--- src/itrd_pkg.sv ---
// Package: constants and codes for the texture RLE decoder.
`timescale 1ns / 1ps
`default_nettype none
package itrd_pkg;

  localparam int unsigned TexWidth  = 128;
  localparam int unsigned TexHeight = 128;
  localparam int unsigned TexSize   = TexWidth * TexHeight;

  localparam int unsigned TEXEL_W = 15;
  localparam int unsigned WORD_W  = 16;
  localparam int unsigned LIT_W   = 9;

  localparam logic [TEXEL_W:0] TEX_SIZE = (TEXEL_W + 1)'(TexSize);

  localparam logic [7:0] LITERAL_MARK = 8'hFF;

  localparam logic [1:0] PH_CODE    = 2'd0;
  localparam logic [1:0] PH_LITERAL = 2'd1;
  localparam logic [1:0] PH_REPEAT  = 2'd2;
  localparam logic [1:0] PH_DONE    = 2'd3;

  localparam logic [1:0] ST_OK        = 2'd0;
  localparam logic [1:0] ST_SHORT     = 2'd1;
  localparam logic [1:0] ST_OVERFLOW  = 2'd2;
  localparam logic [1:0] ST_TRUNCATED = 2'd3;

endpackage
`default_nettype wire

--- src/icon_texture_rle_decoder_core.sv ---
// Top level: run-length decoder turning 16-bit compressed words into run descriptors.
//
// Takes one compressed word per clock and returns at most one run descriptor per word,
// in the cycle after the word's beat, from a single result register. Decode state
// (phase, word count, texel position, literal and repeat counts) updates when the word
// is accepted, so back-to-back words sustain one word per cycle. The input stalls only
// while the result register holds a descriptor that the output side is stalling. Write
// compressed_words via cfg_we/cfg_data only while the block is idle (unenforced).
`timescale 1ns / 1ps
`default_nettype none
module icon_texture_rle_decoder_core (
  input  wire logic        clk,
  input  wire logic        rst,
  input  wire logic        cfg_we,
  input  wire logic [15:0] cfg_data,
  input  wire logic        in_valid,
  output logic             in_stall,
  input  wire logic [15:0] code_word,
  input  wire logic        first_word,
  output logic             out_valid,
  input  wire logic        out_stall,
  output logic [14:0]      texel_offset,
  output logic [15:0]      pixel_value,
  output logic [15:0]      run_length,
  output logic [1:0]       status,
  output logic             finished
);

  logic [15:0] compressed_words;
  logic [1:0]  phase, phase_next;
  logic [15:0] words_consumed, words_consumed_next;
  logic [14:0] texel_position, texel_position_next;
  logic [8:0]  literal_left, literal_left_next;
  logic [15:0] repeat_count, repeat_count_next;

  logic        accept;
  logic        emit;
  logic [14:0] res_offset;
  logic [15:0] res_value;
  logic [15:0] res_length;
  logic [1:0]  res_status;
  logic        res_fin;

  logic [1:0]  cur_phase;
  logic [15:0] cur_wc;
  logic [14:0] cur_tp;
  logic [8:0]  cur_ll;
  logic [15:0] cur_rc;
  logic [15:0] wc_inc;
  logic [8:0]  sub;
  logic        fin;
  logic [8:0]  ll_dec;

  assign in_stall = out_valid & out_stall;
  assign accept   = in_valid & ~in_stall;

  always_comb begin
    cur_phase = first_word ? itrd_pkg::PH_CODE : phase;
    cur_wc    = first_word ? 16'd0 : words_consumed;
    cur_tp    = first_word ? 15'd0 : texel_position;
    cur_ll    = first_word ? 9'd0 : literal_left;
    cur_rc    = first_word ? 16'd0 : repeat_count;
    wc_inc    = cur_wc + 16'd1;
    sub       = 9'd256 - {1'b0, code_word[7:0]};
    fin       = (wc_inc >= compressed_words);
    ll_dec    = (cur_ll != 9'd0) ? cur_ll - 9'd1 : 9'd0;

    phase_next          = cur_phase;
    words_consumed_next = cur_wc;
    texel_position_next = cur_tp;
    literal_left_next   = cur_ll;
    repeat_count_next   = cur_rc;
    emit       = 1'b0;
    res_offset = cur_tp;
    res_value  = 16'd0;
    res_length = 16'd0;
    res_status = itrd_pkg::ST_OK;
    res_fin    = 1'b1;

    if (cur_phase == itrd_pkg::PH_DONE) begin
      emit = 1'b0;
    end else if (cur_wc >= compressed_words) begin
      phase_next = itrd_pkg::PH_DONE;
    end else begin
      words_consumed_next = wc_inc;
      case (cur_phase)
        itrd_pkg::PH_CODE: begin
          if (code_word[15:8] == itrd_pkg::LITERAL_MARK) begin
            if (({1'b0, wc_inc} + {8'd0, sub}) > {1'b0, compressed_words}) begin
              emit       = 1'b1;
              res_status = itrd_pkg::ST_SHORT;
              phase_next = itrd_pkg::PH_DONE;
            end else if (({1'b0, cur_tp} + {7'd0, sub}) > itrd_pkg::TEX_SIZE) begin
              emit       = 1'b1;
              res_status = itrd_pkg::ST_OVERFLOW;
              phase_next = itrd_pkg::PH_DONE;
            end else begin
              literal_left_next = sub;
              phase_next        = itrd_pkg::PH_LITERAL;
            end
          end else if (fin) begin
            emit       = 1'b1;
            res_status = itrd_pkg::ST_TRUNCATED;
            phase_next = itrd_pkg::PH_DONE;
          end else if (({2'b0, cur_tp} + {1'b0, code_word}) > {1'b0, itrd_pkg::TEX_SIZE}) begin
            emit       = 1'b1;
            res_status = itrd_pkg::ST_OVERFLOW;
            phase_next = itrd_pkg::PH_DONE;
          end else begin
            repeat_count_next = code_word;
            phase_next        = itrd_pkg::PH_REPEAT;
          end
        end
        itrd_pkg::PH_LITERAL: begin
          emit                = 1'b1;
          res_value           = code_word;
          res_length          = 16'd1;
          res_fin             = fin;
          texel_position_next = cur_tp + 15'd1;
          literal_left_next   = ll_dec;
          if (fin) begin
            phase_next = itrd_pkg::PH_DONE;
          end else if (ll_dec == 9'd0) begin
            phase_next = itrd_pkg::PH_CODE;
          end else begin
            phase_next = itrd_pkg::PH_LITERAL;
          end
        end
        itrd_pkg::PH_REPEAT: begin
          emit                = 1'b1;
          res_value           = code_word;
          res_length          = cur_rc;
          res_fin             = fin;
          texel_position_next = cur_tp + cur_rc[14:0];
          repeat_count_next   = 16'd0;
          phase_next          = fin ? itrd_pkg::PH_DONE : itrd_pkg::PH_CODE;
        end
        default: begin
          phase_next = itrd_pkg::PH_DONE;
        end
      endcase
    end
  end

  always_ff @(posedge clk) begin
    if (rst) begin
      compressed_words <= 16'd0;
      phase            <= itrd_pkg::PH_CODE;
      words_consumed   <= 16'd0;
      texel_position   <= 15'd0;
      literal_left     <= 9'd0;
      repeat_count     <= 16'd0;
      out_valid        <= 1'b0;
    end else begin
      if (cfg_we) begin
        compressed_words <= cfg_data;
      end
      if (accept) begin
        phase          <= phase_next;
        words_consumed <= words_consumed_next;
        texel_position <= texel_position_next;
        literal_left   <= literal_left_next;
        repeat_count   <= repeat_count_next;
        out_valid      <= emit;
      end else if (out_valid && !out_stall) begin
        out_valid <= 1'b0;
      end
    end
  end

  always_ff @(posedge clk) begin
    if (accept && emit) begin
      texel_offset <= res_offset;
      pixel_value  <= res_value;
      run_length   <= res_length;
      status       <= res_status;
      finished     <= res_fin;
    end
  end

  a_texel_in_range: assert property (@(posedge clk) disable iff (rst)
    {1'b0, texel_position} <= itrd_pkg::TEX_SIZE)
    else $error("texel position past end of texture");

  a_error_finishes: assert property (@(posedge clk) disable iff (rst)
    out_valid && status != itrd_pkg::ST_OK |-> finished)
    else $error("error descriptor without finished");

  a_code_no_literal: assert property (@(posedge clk) disable iff (rst)
    phase == itrd_pkg::PH_CODE |-> literal_left == 9'd0)
    else $error("literal count left over in code phase");

  a_done_silent: assert property (@(posedge clk) disable iff (rst)
    accept && phase == itrd_pkg::PH_DONE && !first_word |=> !out_valid)
    else $error("descriptor emitted after decode finished");

endmodule
`default_nettype wire
--- config.mk ---
export PLATFORM = sky130hd
export DESIGN_NAME = icon_texture_rle_decoder_core
export DESIGN_NICKNAME = d
export VERILOG_FILES = /design/src/itrd_pkg.sv /design/src/icon_texture_rle_decoder_core.sv
export SDC_FILE = /design/constraint.sdc
export NUM_CORES = 1
export LEC_CHECK = 0
export ABC_AREA = 1
export BUFFER_PORTS_ARGS = -buffer_cell sky130_fd_sc_hd__buf_2
export CAP_MARGIN = 25
export CORE_ASPECT_RATIO = 1.5
export CORE_UTILIZATION = 28
export CTS_CLUSTER_DIAMETER = 30
export DETAILED_ROUTE_END_ITERATION = 8
export PLACE_DENSITY = 0.53
export SYNTH_ARGS = -nofsm -noshare
export SYNTH_HDL_FRONTEND = slang
export SYNTH_SLANG_ARGS = --single-unit
--- constraint.sdc ---
create_clock -name clk -period 5 [get_ports clk]
set_clock_uncertainty 0.1 [all_clocks]
set_input_delay 0 -clock clk [delete_from_list [all_inputs] [get_ports clk]]
set_output_delay 0 -clock clk [all_outputs]
set_load 0.05 [all_outputs]
# Word-level counts from Yosys, hierarchy flattened
# Index checks and enable logic that the tools add are counted.
dict set report totals {
  rom_bits 0
  ramBits 0
  register_bits 125
  mem_count 0
  output_inout_bits 52
  latchBits 0
}
dict set report classes {
  multipliers 0
  n_shift 0
  mux 50
  div_mod_pow 0
  add_sub_neg 8
  n_reduce_logical 11
  eq_ne 4
  bitwise 5
  order_cmp 5
}
# operator n
set ops {}
lappend ops {{$mux 16} 9}
lappend ops {{$pmux 16 s2} 2}
lappend ops {{$mux 9} 7}
lappend ops {{$mux 15} 3}
lappend ops {{$ge 16x16->1} 2}
lappend ops {{$pmux 15 s2} 1}
lappend ops {{$mux 2} 13}
lappend ops {{$pmux 9 s2} 1}
lappend ops {{$add 15x16->17} 1}
lappend ops {{$add 16x9->17} 1}
lappend ops {{$gt 17x15->1 const B} 1}
lappend ops {{$gt 17x16->1} 1}
lappend ops {{$add 15x9->16} 1}
lappend ops {{$add 16x1->16 const B} 1}
lappend ops {{$gt 16x15->1 const B} 1}
lappend ops {{$add 15x1->15 const B} 1}
lappend ops {{$add 15x15->15} 1}
lappend ops {{$mux 1} 12}
lappend ops {{$logic_not 9->1} 1}
lappend ops {{$reduce_bool 9->1} 1}
lappend ops {{$sub 9x1->9 const B} 1}
lappend ops {{$sub 9x8->9 const A} 1}
lappend ops {{$eq 8x8->1 const B} 1}
lappend ops {{$pmux 2 s3} 1}
lappend ops {{other kinds (11)} 18}

# Depth between registers and ports, before layout
# Gate-level depths: netlist of the first run.
dict set report logic_depth {
  word_depth 10
  depth_mapped 37
}

# Worst setup path after synthesis of the first run
# No wires, ideal clock.
dict set report synth_timing {
  path_type {reg-to-reg}
  start {register words_consumed[0]}
  end {register finished (enable)}
  arrival_ps 4419
  setup_slack_ps -116
  stages_incl_launch_ff 30
  setup_time_ps 597
  required_ps 4303
  cell_sequence {dfxtp_1 > nand3_4 > nor2_4 > inv_1 > nand2_1 > inv_1 > ha_1 > inv_1 > nor2_1 > nor2_1 > or2_1 > o21ai_2 > nand4_1 > nand2_1 > a21o_2 > nand3_2 > xor2_1 > ha_1 > nand2_1 > nor2_1 > a211oi_1 > nand2_1 > nand2_1 > nand2_1 > nand2_1 > nand2_1 > nand2_1 > nand4_4 > nand4_1 > nand2_1}
}
dict set report synth_via {
  elab_chain_cells 10
  word_cells_on_any_way 13
}
# item line_no
set synth_lines {}
lappend synth_lines {{from (decl)} icon_texture_rle_decoder_core.sv:31} ;# logic [15:0] words_consumed, words_consumed_next;
lappend synth_lines {{from (signal assigned)} icon_texture_rle_decoder_core.sv:160} ;# words_consumed <= words_consumed_next;
lappend synth_lines {{$mux 16 *} icon_texture_rle_decoder_core.sv:59} ;# cur_wc = first_word ? 16'd0 : words_consumed;
lappend synth_lines {{$add 16x1->16} icon_texture_rle_decoder_core.sv:63} ;# wc_inc = cur_wc + 16'd1;
lappend synth_lines {{$add 16x9->17} icon_texture_rle_decoder_core.sv:89} ;# if (({1'b0, wc_inc} + {8'd0, sub}) > {1'b0, compressed_words}) begin
lappend synth_lines {{$gt 17x16->1} icon_texture_rle_decoder_core.sv:89}
lappend synth_lines {{$mux 1} icon_texture_rle_decoder_core.sv:89}
lappend synth_lines {{$mux 1} icon_texture_rle_decoder_core.sv:88} ;# if (code_word[15:8] == itrd_pkg::LITERAL_MARK) begin
lappend synth_lines {{$pmux 1 s2} icon_texture_rle_decoder_core.sv:86} ;# case (cur_phase)
lappend synth_lines {{$mux 1 *} icon_texture_rle_decoder_core.sv:82} ;# end else if (cur_wc >= compressed_words) begin
lappend synth_lines {{$mux 1 *} icon_texture_rle_decoder_core.sv:80} ;# if (cur_phase == itrd_pkg::PH_DONE) begin
lappend synth_lines {{$logic_and 1x1->1 *} icon_texture_rle_decoder_core.sv:172} ;# if (accept && emit) begin
lappend synth_lines {{to (signal assigned)} icon_texture_rle_decoder_core.sv:177} ;# finished <= res_fin;
lappend synth_lines {{to (decl)} icon_texture_rle_decoder_core.sv:26} ;# output logic finished
# Mark *: on every way between the ends. The rest lies on a longest branch, timed or not.
# A chain may end at the register's enable or synchronous reset.

# Final worst setup path of the first run
dict set report layout_timing {
  start {register words_consumed[0]}
  end {register pixel_value[11] (enable)}
}
dict set report layout_via {
  elab_chain_cells 10
  word_cells_on_any_way 13
}
# item line_no
set layout_lines {}
lappend layout_lines {{$mux 16 *} icon_texture_rle_decoder_core.sv:59}
lappend layout_lines {{$add 16x1->16} icon_texture_rle_decoder_core.sv:63}
lappend layout_lines {{$add 16x9->17} icon_texture_rle_decoder_core.sv:89}
lappend layout_lines {{$gt 17x16->1} icon_texture_rle_decoder_core.sv:89}
lappend layout_lines {{$mux 1} icon_texture_rle_decoder_core.sv:89}
lappend layout_lines {{$mux 1} icon_texture_rle_decoder_core.sv:88}
lappend layout_lines {{$pmux 1 s2} icon_texture_rle_decoder_core.sv:86}
lappend layout_lines {{$mux 1 *} icon_texture_rle_decoder_core.sv:82}
lappend layout_lines {{$mux 1 *} icon_texture_rle_decoder_core.sv:80}
lappend layout_lines {{$logic_and 1x1->1 *} icon_texture_rle_decoder_core.sv:172}
lappend layout_lines {{to (signal assigned)} icon_texture_rle_decoder_core.sv:174} ;# pixel_value <= res_value;
lappend layout_lines {{to (decl)} icon_texture_rle_decoder_core.sv:23} ;# output logic [15:0] pixel_value,
# Marks and branches as above.

==> impl_metrics.tcl, run 1 <==
set metrics [dict create \
    status "finished, violations left" \
    violations "hold timing" \
    clockBufferDepth 2 \
    post-place-ws_ps 243 \
    area_growth_pct 18.9 \
    grt_max_degree 88 \
    synth-edff-count 50 \
    yosysUniqueCellTypes 61 \
    io_buffers 89 \
    cpMaxStageDelayCell "dfxtp_1" \
    drtPass1Iterations 5 \
    rsz0062_at_grt "false" \
    drv_slew 0 \
    holdWs_ps -2.78 \
    regToRegSetupSlack_ps 410 \
    cts.htree.levels 4 \
    fin_util_pct 33.8 \
    critPathLaunchType "flop" \
    ys_seq_elements 125 \
    critPathMostFrequentCell "nand2_1" \
    clock.fmax_mhz 218 \
    drtIter0Drc 627 \
    antenna_cells 0 \
    crit-reg2reg-launch "words_consumed[0]" \
    grt-ovfl-total 0 \
    cts_tree "yes" \
    async_reset_ff_share_pct 0 \
    setup_viol 0 \
    max_stage_delay_ps 430 \
    yosysSeqAreaShare_pct 28.1 \
    die_x_um 162 \
    r2r_cells 30 \
    crit_type "reg -> reg" \
    fillers 4052 \
    fin_crit_sh_pct 91.8 \
    max-vdd-ir-drop_uv 235 \
    routed_wl_um 36500 \
    drive_above_1_share_pct 13.5 \
    stdcell_count 2177 \
    p_leak_nw 6.12 \
    cts_root_buf "clkbuf_16" \
    arrival_ps 4650 \
    place_area_um2 11700 \
    synth_area_um2 10700 \
    core-area_um2 37600 \
    p_per_area_nw_per_um2 305 \
    hold_start "first_word" \
    drt-vias-per-instance 4.92 \
    clk_latency_ps 460 \
    antenna_found_initial 0 \
    start_util_pct 28.5 \
    r2r-end "pixel_value[11]" \
    worst_slew_margin_rel_pct 36.9 \
    cap_violations 0 \
    grt_pass1_vias 10400 \
    syn_avg_cell_area_um2 6.88 \
    yosysWarnings 0 \
    place_congestion 0.920 \
    ant_nets 0 \
    cp-end-kind "flop" \
    drc 0 \
    ios 90 \
    total_power_mw 3.88 \
    row_count 87 \
    min_to "words_consumed[15]" \
    grt_use_total_pct 18.9 \
    dieArea_um2 39000 \
    clkTransAtPathRegs_ps 70 \
    via_count 10700 \
    fin_nets 1815 \
    cp_max_fo 23 \
    fin_ws_ps 411 \
    ys.flop_type "dfxtp_1" \
    worst_pin_slew_ps 947 \
    fin_crit_ps 4590 \
    wire_per_inst_um 16.8 \
    crit_start "words_consumed[0]" \
    worstHoldPathType "in -> reg" \
    synth_fp_nets 1693 \
    cts_made_buffers 17 \
    tns_ps 0 \
    grt_pass1_wl_um 55700 \
    whs_path_depth 6 \
    cp.required_ps 5060 \
    hold_viol_final 1 \
    syn_inst 1553 \
    cts.sinks 125 \
    dp.cells 2111 \
    die_h_um 241 \
    postLayoutCellArea_um2 12700 \
    dpl.hpwl_um 28300 \
]
layout by cell type, fill, tap and decap left out, types with 7 or more instances in the layout:
master / netlist / final
buf_4: 2 / 29
xor2_1: 32 / 32
nand3_1: 66 / 66
nor3_1: 26 / 26
inv_6: 0 / 7
edfxtp_1: 50 / 50
nor2_2: 7 / 7
a31oi_1: 13 / 13
nand3_2: 13 / 13
nor2_1: 136 / 136
o21ai_0: 95 / 95
inv_2: 9 / 9
nand2_2: 20 / 21
dlygate4sd3_1: 0 / 33
buf_2: 12 / 89
a21oi_1: 169 / 169
inv_1: 209 / 209
nand2_1: 343 / 340
o211ai_1: 23 / 23
xnor2_1: 16 / 16
o21ai_1: 12 / 12
clkbuf_16: 0 / 19
dfxtp_1: 75 / 75
nand4_1: 23 / 23
ha_1: 98 / 98
cell families (layout without fill, tap and decap cells):
logic type	count (synthesis)	after routing	synth area share [%]
AOI/OAI and AO/OA	340	340	17.4
DFF	125	125	28.1
and+or+nand+nor	662	662	27.9
adders and majority gates	103	103	12.3
xor gates and xnor gates	49	49	4.09
buffers and inverters	274	409	10.2
routing by layer:
metal  GRT usage, %  share of wire [%]
met4           11.9                5.8
met1           18.4                 37
met3           2.38                3.6
met5              0                  0
met2           37.2                 54
synthesized netlist by cell type, types with 4 or more instances:
master | number | area share, %
buf_2 | 12 | 0.56
nand2_1 | 343 | 12
clkbuf_1 | 32 | 1.1
fa_1 | 4 | 0.75
clkinv_1 | 4 | 0.14
nand3_1 | 66 | 3.1
inv_2 | 9 | 0.32
nand3_2 | 13 | 1.2
nor2_4 | 4 | 0.42
nor2_1 | 136 | 4.8
nand2_2 | 20 | 1.2
xor2_1 | 32 | 2.6
o211ai_1 | 23 | 1.6
dfxtp_1 | 75 | 14
o21ai_0 | 95 | 4.4
ha_1 | 98 | 11
edfxtp_1 | 50 | 14
nand4_1 | 23 | 1.3
nor2_2 | 7 | 0.41
nor3_1 | 26 | 1.2
inv_1 | 209 | 7.3
o21ai_1 | 12 | 0.56
nand3b_1 | 5 | 0.35
a21o_1 | 4 | 0.28
xnor2_1 | 16 | 1.3
a31oi_1 | 13 | 0.76
a21oi_1 | 169 | 7.9
timing repair:
action | 4_1_cts | 5_1_grt
hold endpoints to repair | 42 | 0
setup buffers | 0 | 0
setup endpoints to repair | 0 | 54
hold buffers | 33 | 0
resized for setup | 0 | 3
worst max-delay path, delay by kind of cell, from the launching register on:
kind / cells / cell delay [ps]
flops: 1 / 430
fa+ha+maj: 2 / 570
compound gates: 2 / 310
xor+xnor: 1 / 160
buf+inv: 4 / 420
simple gates: 21 / 2290
sequential cells by signal (all words and copies together) (netlist names), 9 cells and up:
signal,cells
compressed_words,16
literal_left,9
pixel_value,16
repeat_count,16
run_length,16
texel_offset,15
texel_position,15
words_consumed,16
cell type report:
class | instances | area (µm²) | share of cell area [%]
multi-input combinational | 1154 | 6610 | 52.0
sequential | 125 | 3000 | 23.6
timing repair buffer | 153 | 1040 | 8.17
inverter | 224 | 851 | 6.70
tap | 489 | 612 | 4.81
clock buffer | 18 | 450 | 3.54
clock inverter | 14 | 144 | 1.13
how the worst max path moves through the flow:
stage	to	slack (ps)	cells after the start
2_1_floorplan	finished	370	29
5_1_grt	literal_left[6]	10	31
3_5_place_dp	run_length[6]	240	30
4_1_cts	run_length[4]	210	30
3_3_place_gp	texel_offset[2]	370	30
6_report	pixel_value[11]	410	30
where the power goes:
| part | switching, mW | total (mW) | internal [mW] |
|---|---|---|---|
| Clock | 0.565 | 1.30 | 0.731 |
| Sequential | 0.0556 | 1.26 | 1.20 |
| Combinational | 0.943 | 1.33 | 0.383 |
| Total | 1.56 | 3.88 | 2.31 |
No activity file was read; power rests on OpenSTA's default activity.
==> inputs of run 2 (changes only) <==
--- a/config.mk
+++ b/config.mk
@@ -12,6 +12,7 @@
 export CORE_UTILIZATION = 28
 export CTS_CLUSTER_DIAMETER = 30
 export DETAILED_ROUTE_END_ITERATION = 8
+export HOLD_SLACK_MARGIN = 0.15
 export PLACE_DENSITY = 0.53
 export SYNTH_ARGS = -nofsm -noshare
 export SYNTH_HDL_FRONTEND = slang
==> run 2 against run 1 <==
  * The flow now finishes without violations
  * First-iteration DRC count increased by 1.1%
  * Via count increased by 0.70%
  * Critical path depth unchanged
  * Non-clock buffer count increased by 20
  * Die area unchanged
  * Clock power about the same
  * Worst setup slack got worse by 14 ps
  * Sequential power about the same
  * Largest cell class unchanged
==> impl_metrics.tcl, run 2 (synthesized netlist as in run 1, its figures left out) <==
set metrics [dict create \
    cpMaxStageDelayCell "dfxtp_1" \
    setup_viol 0 \
    ant_nets 0 \
    drt-vias-per-instance 4.91 \
    swShare_pct 40.3 \
    fin_crit_ps 4600 \
    p_leak_nw 6.22 \
    antenna_found_initial 0 \
    internal_power_mw 2.33 \
    grt_max_degree 88 \
    ios 90 \
    rsz0062_at_grt "false" \
    tns_ps 0 \
    grt_use_total_pct 19.0 \
    stdcell_count 2197 \
    start_util_pct 28.5 \
    fin_crit_sh_pct 92.1 \
    arrival_ps 4660 \
    path_delay_family "simple AND/OR/NAND/NOR gates" \
    routed_wl_um 36500 \
    drtPass1Iterations 6 \
    place_congestion 0.920 \
    mostFrequentLayoutCells "340 x nand2_1, 209 x inv_1, 169 x a21oi_1, 136 x nor2_1, 98 x ha_1" \
    drv_slew 0 \
    critPathMostFrequentCell "nand2_1" \
    r2r_cells 30 \
    regToRegSetupSlack_ps 400 \
    io_buffers 89 \
    hold_viol_final 0 \
    cap_violations 0 \
    dpl.hpwl_um 28300 \
    antenna_cells 0 \
    cts.htree.levels 4 \
    max-vdd-ir-drop_uv 237 \
    core-area_um2 37600 \
    cts_root_buf "clkbuf_16" \
    p_per_area_nw_per_um2 302 \
    fin_nets 1835 \
    cts_tree "yes" \
    die_h_um 241 \
    cp-end-kind "flop" \
    critPathLaunchType "flop" \
    combPwrFrac_pct 34.4 \
    worst_slew_margin_rel_pct 36.0 \
    crit-reg2reg-launch "words_consumed[0]" \
    worst_pin_slew_ps 960 \
    whs_path_depth 4 \
    cp.required_ps 5060 \
    dieArea_um2 39000 \
    clockPowerShare_pct 33.3 \
    grt-ovfl-total 0 \
    max_stage_delay_ps 430 \
    clock.fmax_mhz 217 \
    cts.sinks 125 \
    grt_pass1_wl_um 55900 \
    final_common_cell "nand2_1" \
    cts_setup_buffers 0 \
    die_x_um 162 \
    drtIter0Drc 634 \
    clockBufferDepth 2 \
    row_count 87 \
    worstHoldPathType "in -> reg" \
    cp.buffers_inverters 4 \
    hold_start "cfg_we" \
    clkTransAtPathRegs_ps 60 \
    r2r-end "pixel_value[11]" \
    via_count 10800 \
    holdWs_ps 230 \
    drive_above_1_share_pct 13.3 \
    drc 0 \
    grt_pass1_vias 10500 \
    switching_power_mw 1.57 \
    crit_type "reg -> reg" \
    cts_made_buffers 17 \
    p_seq_share_pct 32.2 \
    dp.cells 2111 \
    area_growth_pct 20.8 \
    status "finished clean" \
    wire_per_inst_um 16.6 \
    clk_latency_ps 460 \
    cp_max_fo 23 \
    min_to "compressed_words[0]" \
]
[run 2: per-stage QoR]
stage	util (%)	worst slack [ps]	power, mW	instance area (µm²)
2_1_floorplan	-	371	2.21	10700
3_3_place_gp	31.3	367	2.55	11700
3_5_place_dp	31.3	243	2.57	11700
4_1_cts	34.3	207	3.90	12900
5_1_grt	34.4	10.6	4.10	12900
6_report	34.4	397	3.89	12900
[run 2: final cells by class]
| type | count | area, µm² |
|---|---|---|
| fillers | 4034 | 24600 |
| multi-input cells | 1154 | 6610 |
| flip-flops and latches | 125 | 3000 |
| repair buffers | 173 | 1240 |
| inverters | 224 | 851 |
| well taps | 489 | 612 |
| clock buffers | 18 | 450 |
| clock inverters | 14 | 144 |
[run 2: power groups by stage]
| stage | Clock, mW | Combinational (mW) | Sequential [mW] |
|---|---|---|---|
| floorplan | 0 | 0.709 | 1.50 |
| global placement | 0 | 1.28 | 1.28 |
| detailed placement | 0 | 1.29 | 1.28 |
| CTS | 1.31 | 1.33 | 1.26 |
| global route | 1.35 | 1.48 | 1.27 |
| finish | 1.30 | 1.34 | 1.26 |
[run 2: metal layers]
metal	vias to the layer above	GRT usage [%]	share of wire, %
met5	-	0	0
li1	5444	-	-
met4	0	12.1	5.9
met1	4973	18.5	36
met3	93	2.40	3.8
met2	275	37.3	54
[run 2: repair_timing]
item | 4_1_cts | 5_1_grt
hold buffers | 53 | 0
endpoints found under the setup margin | 0 | 54
endpoints found under the hold margin | 80 | 0
gates resized for setup | 0 | 3
[run 2: worst max-delay path by stage]
stage | start | to | slack [ps] | cells after the start
2_1_floorplan | words_consumed[0] | finished | 370 | 29
4_1_cts | words_consumed[0] | run_length[4] | 210 | 30
3_3_place_gp | words_consumed[0] | texel_offset[2] | 370 | 30
6_report | words_consumed[0] | pixel_value[11] | 400 | 30
5_1_grt | words_consumed[1] | literal_left[6] | 10 | 31
3_5_place_dp | words_consumed[0] | run_length[6] | 240 | 30
[run 2: tightest hold or removal path, delay by kind of cell]
family                 cells  cell delay [ps]
AO/OA/AOI/OAI              1               60
buffers and inverters      2              620
AND/OR/NAND/NOR            1               70
==> inputs of run 3 (changes only) <==
--- a/config.mk
+++ b/config.mk
@@ -6,14 +6,14 @@
 export NUM_CORES = 1
 export LEC_CHECK = 0
 export ABC_AREA = 1
-export BUFFER_PORTS_ARGS = -buffer_cell sky130_fd_sc_hd__buf_2
 export CAP_MARGIN = 25
 export CORE_ASPECT_RATIO = 1.5
 export CORE_UTILIZATION = 28
 export CTS_CLUSTER_DIAMETER = 30
 export DETAILED_ROUTE_END_ITERATION = 8
+export DONT_BUFFER_PORTS = 1
 export HOLD_SLACK_MARGIN = 0.15
-export PLACE_DENSITY = 0.53
+export PLACE_DENSITY = 0.51
 export SYNTH_ARGS = -nofsm -noshare
 export SYNTH_HDL_FRONTEND = slang
 export SYNTH_SLANG_ARGS = --single-unit
==> run 3 against run 2 <==
  * Total power fell by 0.94%
  * Sequential power rose by 19%
  * Highest routed layer unchanged
  * Wire length rose by 0.18%
  * Clock-buffer cell count rose by 1
  * Non-clock buffer count fell by 70
  * Core utilization fell by 0.58 points
  * Design area fell by 1.7%
  * Critical path depth fell by 7
  * Critical endpoint is now repeat_count[13]
  * Largest power group is now sequential cells
  * Register-to-register slack barely moved
  * Worst setup slack got worse by 11 ps
==> impl_metrics.tcl, run 3 (synthesized netlist as in run 1, its figures left out) <==
set metrics [dict create \
    status "finished clean" \
    cpMaxStageDelayCell "dlygate4sd3_1" \
    grt_max_degree 66 \
    grt_pass1_vias 10300 \
    worstHoldPathType "in -> reg" \
    rsz0062_at_grt "false" \
    cap_violations 0 \
    p_leak_nw 5.94 \
    antenna_found_initial 0 \
    swShare_pct 38.7 \
    routed_wl_um 36600 \
    tns_ps 0 \
    fin_crit_ps 4610 \
    switching_power_mw 1.49 \
    hold_viol_final 0 \
    cp.buffers_inverters 4 \
    internal_power_mw 2.36 \
    io_buffers 0 \
    clockPowerShare_pct 34.0 \
    setup_viol 0 \
    critPathLaunchType "flop" \
    drive_above_1_share_pct 8.36 \
    cp_max_fo 27 \
    critPathMostFrequentCell "nand2_1" \
    drc 0 \
    combPwrFrac_pct 27.1 \
    cts_made_buffers 17 \
    drt-vias-per-instance 4.94 \
    core-area_um2 37600 \
    cp-end-kind "flop" \
    path_delay_family "simple AND/OR/NAND/NOR gates" \
    cts.sinks 125 \
    max_stage_delay_ps 550 \
    place_area_um2 11300 \
    fin_util_pct 33.8 \
    fin_nets 1765 \
    ant_nets 0 \
    clock.fmax_mhz 217 \
    fillers 4035 \
    cts_tree "yes" \
    via_count 10500 \
    die_h_um 241 \
    crit_start "words_consumed[6]" \
    cts_root_buf "clkbuf_16" \
    cts_setup_buffers 0 \
    cts.htree.levels 4 \
    grt_pass1_wl_um 56500 \
    fin_crit_sh_pct 92.3 \
    worst_pin_slew_ps 778 \
    die_x_um 162 \
    row_count 87 \
    multi_input_area_um2 6600 \
    dieArea_um2 39000 \
    crit_type "reg -> reg" \
    max-vdd-ir-drop_uv 238 \
    clk_latency_ps 450 \
    regArea_um2 3000 \
    grt_use_total_pct 19.2 \
    place_congestion 0.929 \
    wire_per_inst_um 17.2 \
    start_util_pct 28.5 \
    postLayoutCellArea_um2 12700 \
    antenna_cells 0 \
    mostFrequentLayoutCells "340 x nand2_1, 209 x inv_1, 169 x a21oi_1, 135 x nor2_1, 98 x ha_1" \
    drtPass1Iterations 5 \
    p_per_area_nw_per_um2 304 \
    crit-reg2reg-launch "words_consumed[6]" \
    dpl.hpwl_um 27400 \
    hold_start "cfg_we" \
    cp.required_ps 5230 \
    clockBufferDepth 2 \
    final_common_cell "nand2_1" \
    p_seq_share_pct 38.9 \
    ios 90 \
    grt-ovfl-total 0 \
    drv_slew 0 \
    drtIter0Drc 585 \
    clkTransAtPathRegs_ps 60 \
    path_cells "nand2_1, inv_2, nand2_2, nor2_4, nand4_2, inv_2, nand2_2, xor2_1, ha_1, a21oi_1, o21ai_0, a21oi_1, nand3_2, nor3_2, nand2_2, buf_4, nand2_1, nand2_1, nand3_1, nand2_1, nand2_1, dlygate4sd3_1, a21oi_1" \
    area_growth_pct 18.7 \
    worst_slew_margin_rel_pct 48.0 \
    arrival_ps 4840 \
]
## run 3: layout make-up
cell class	count	share of cell area [%]
sequential	125	23.7
timing repair buffer	103	7.99
clock inverter	13	1.31
multi-input combinational	1154	52.0
inverter	224	6.70
tap	489	4.82
clock buffer	19	3.49
## run 3: path summary, 6_finish.rpt
check	to	slack (ps)	depth (start not counted)
setup reg to reg	repeat_count[13]	390	23
hold / removal	compressed_words[0]	170	3
hold reg to reg	literal_left[5]	370	2
setup / recovery	repeat_count[13]	390	23
## run 3: power groups by stage
stage	Combinational, mW	Sequential [mW]	Clock [mW]
2_1_floorplan	0.709	1.50	0
3_3_place_gp	0.942	1.52	0
3_5_place_dp	0.956	1.52	0
4_1_cts	1.04	1.50	1.34
5_1_grt	1.18	1.52	1.38
6_report	1.05	1.50	1.31
## run 3: worst min-delay path, delay by kind of cell
kind | cells | cell delay, ps
AOI/OAI and AO/OA | 1 | 50
buffers and inverters | 1 | 540
and+or+nand+nor | 1 | 90
## run 3: timing repair
action	4_1_cts	5_1_grt
setup endpoints to repair	0	60
gates resized for setup	0	3
hold buffers	75	0
endpoints found under the hold margin	102	0
## run 3: through the flow
stage	hold slack, ps	power (mW)	instances	setup WS [ps]
after detailed placement	-17.1	2.48	2019	362
final	172	3.86	2127	386
after global routing	181	4.07	2127	27.3
after CTS	154	3.89	2126	255
after global placement	-18.8	2.47	2019	447
after floorplan	34.9	2.21	1553	371
## run 3: layer usage
layer | track usage, % | routed length [µm] | vias to the layer above
met4 | 11.0 | 1810 | 0
met3 | 3.39 | 1450 | 79
met1 | 19.4 | 13900 | 4885
met5 | 0 | 0 | -
met2 | 36.9 | 19400 | 245
li1 | - | - | 5305
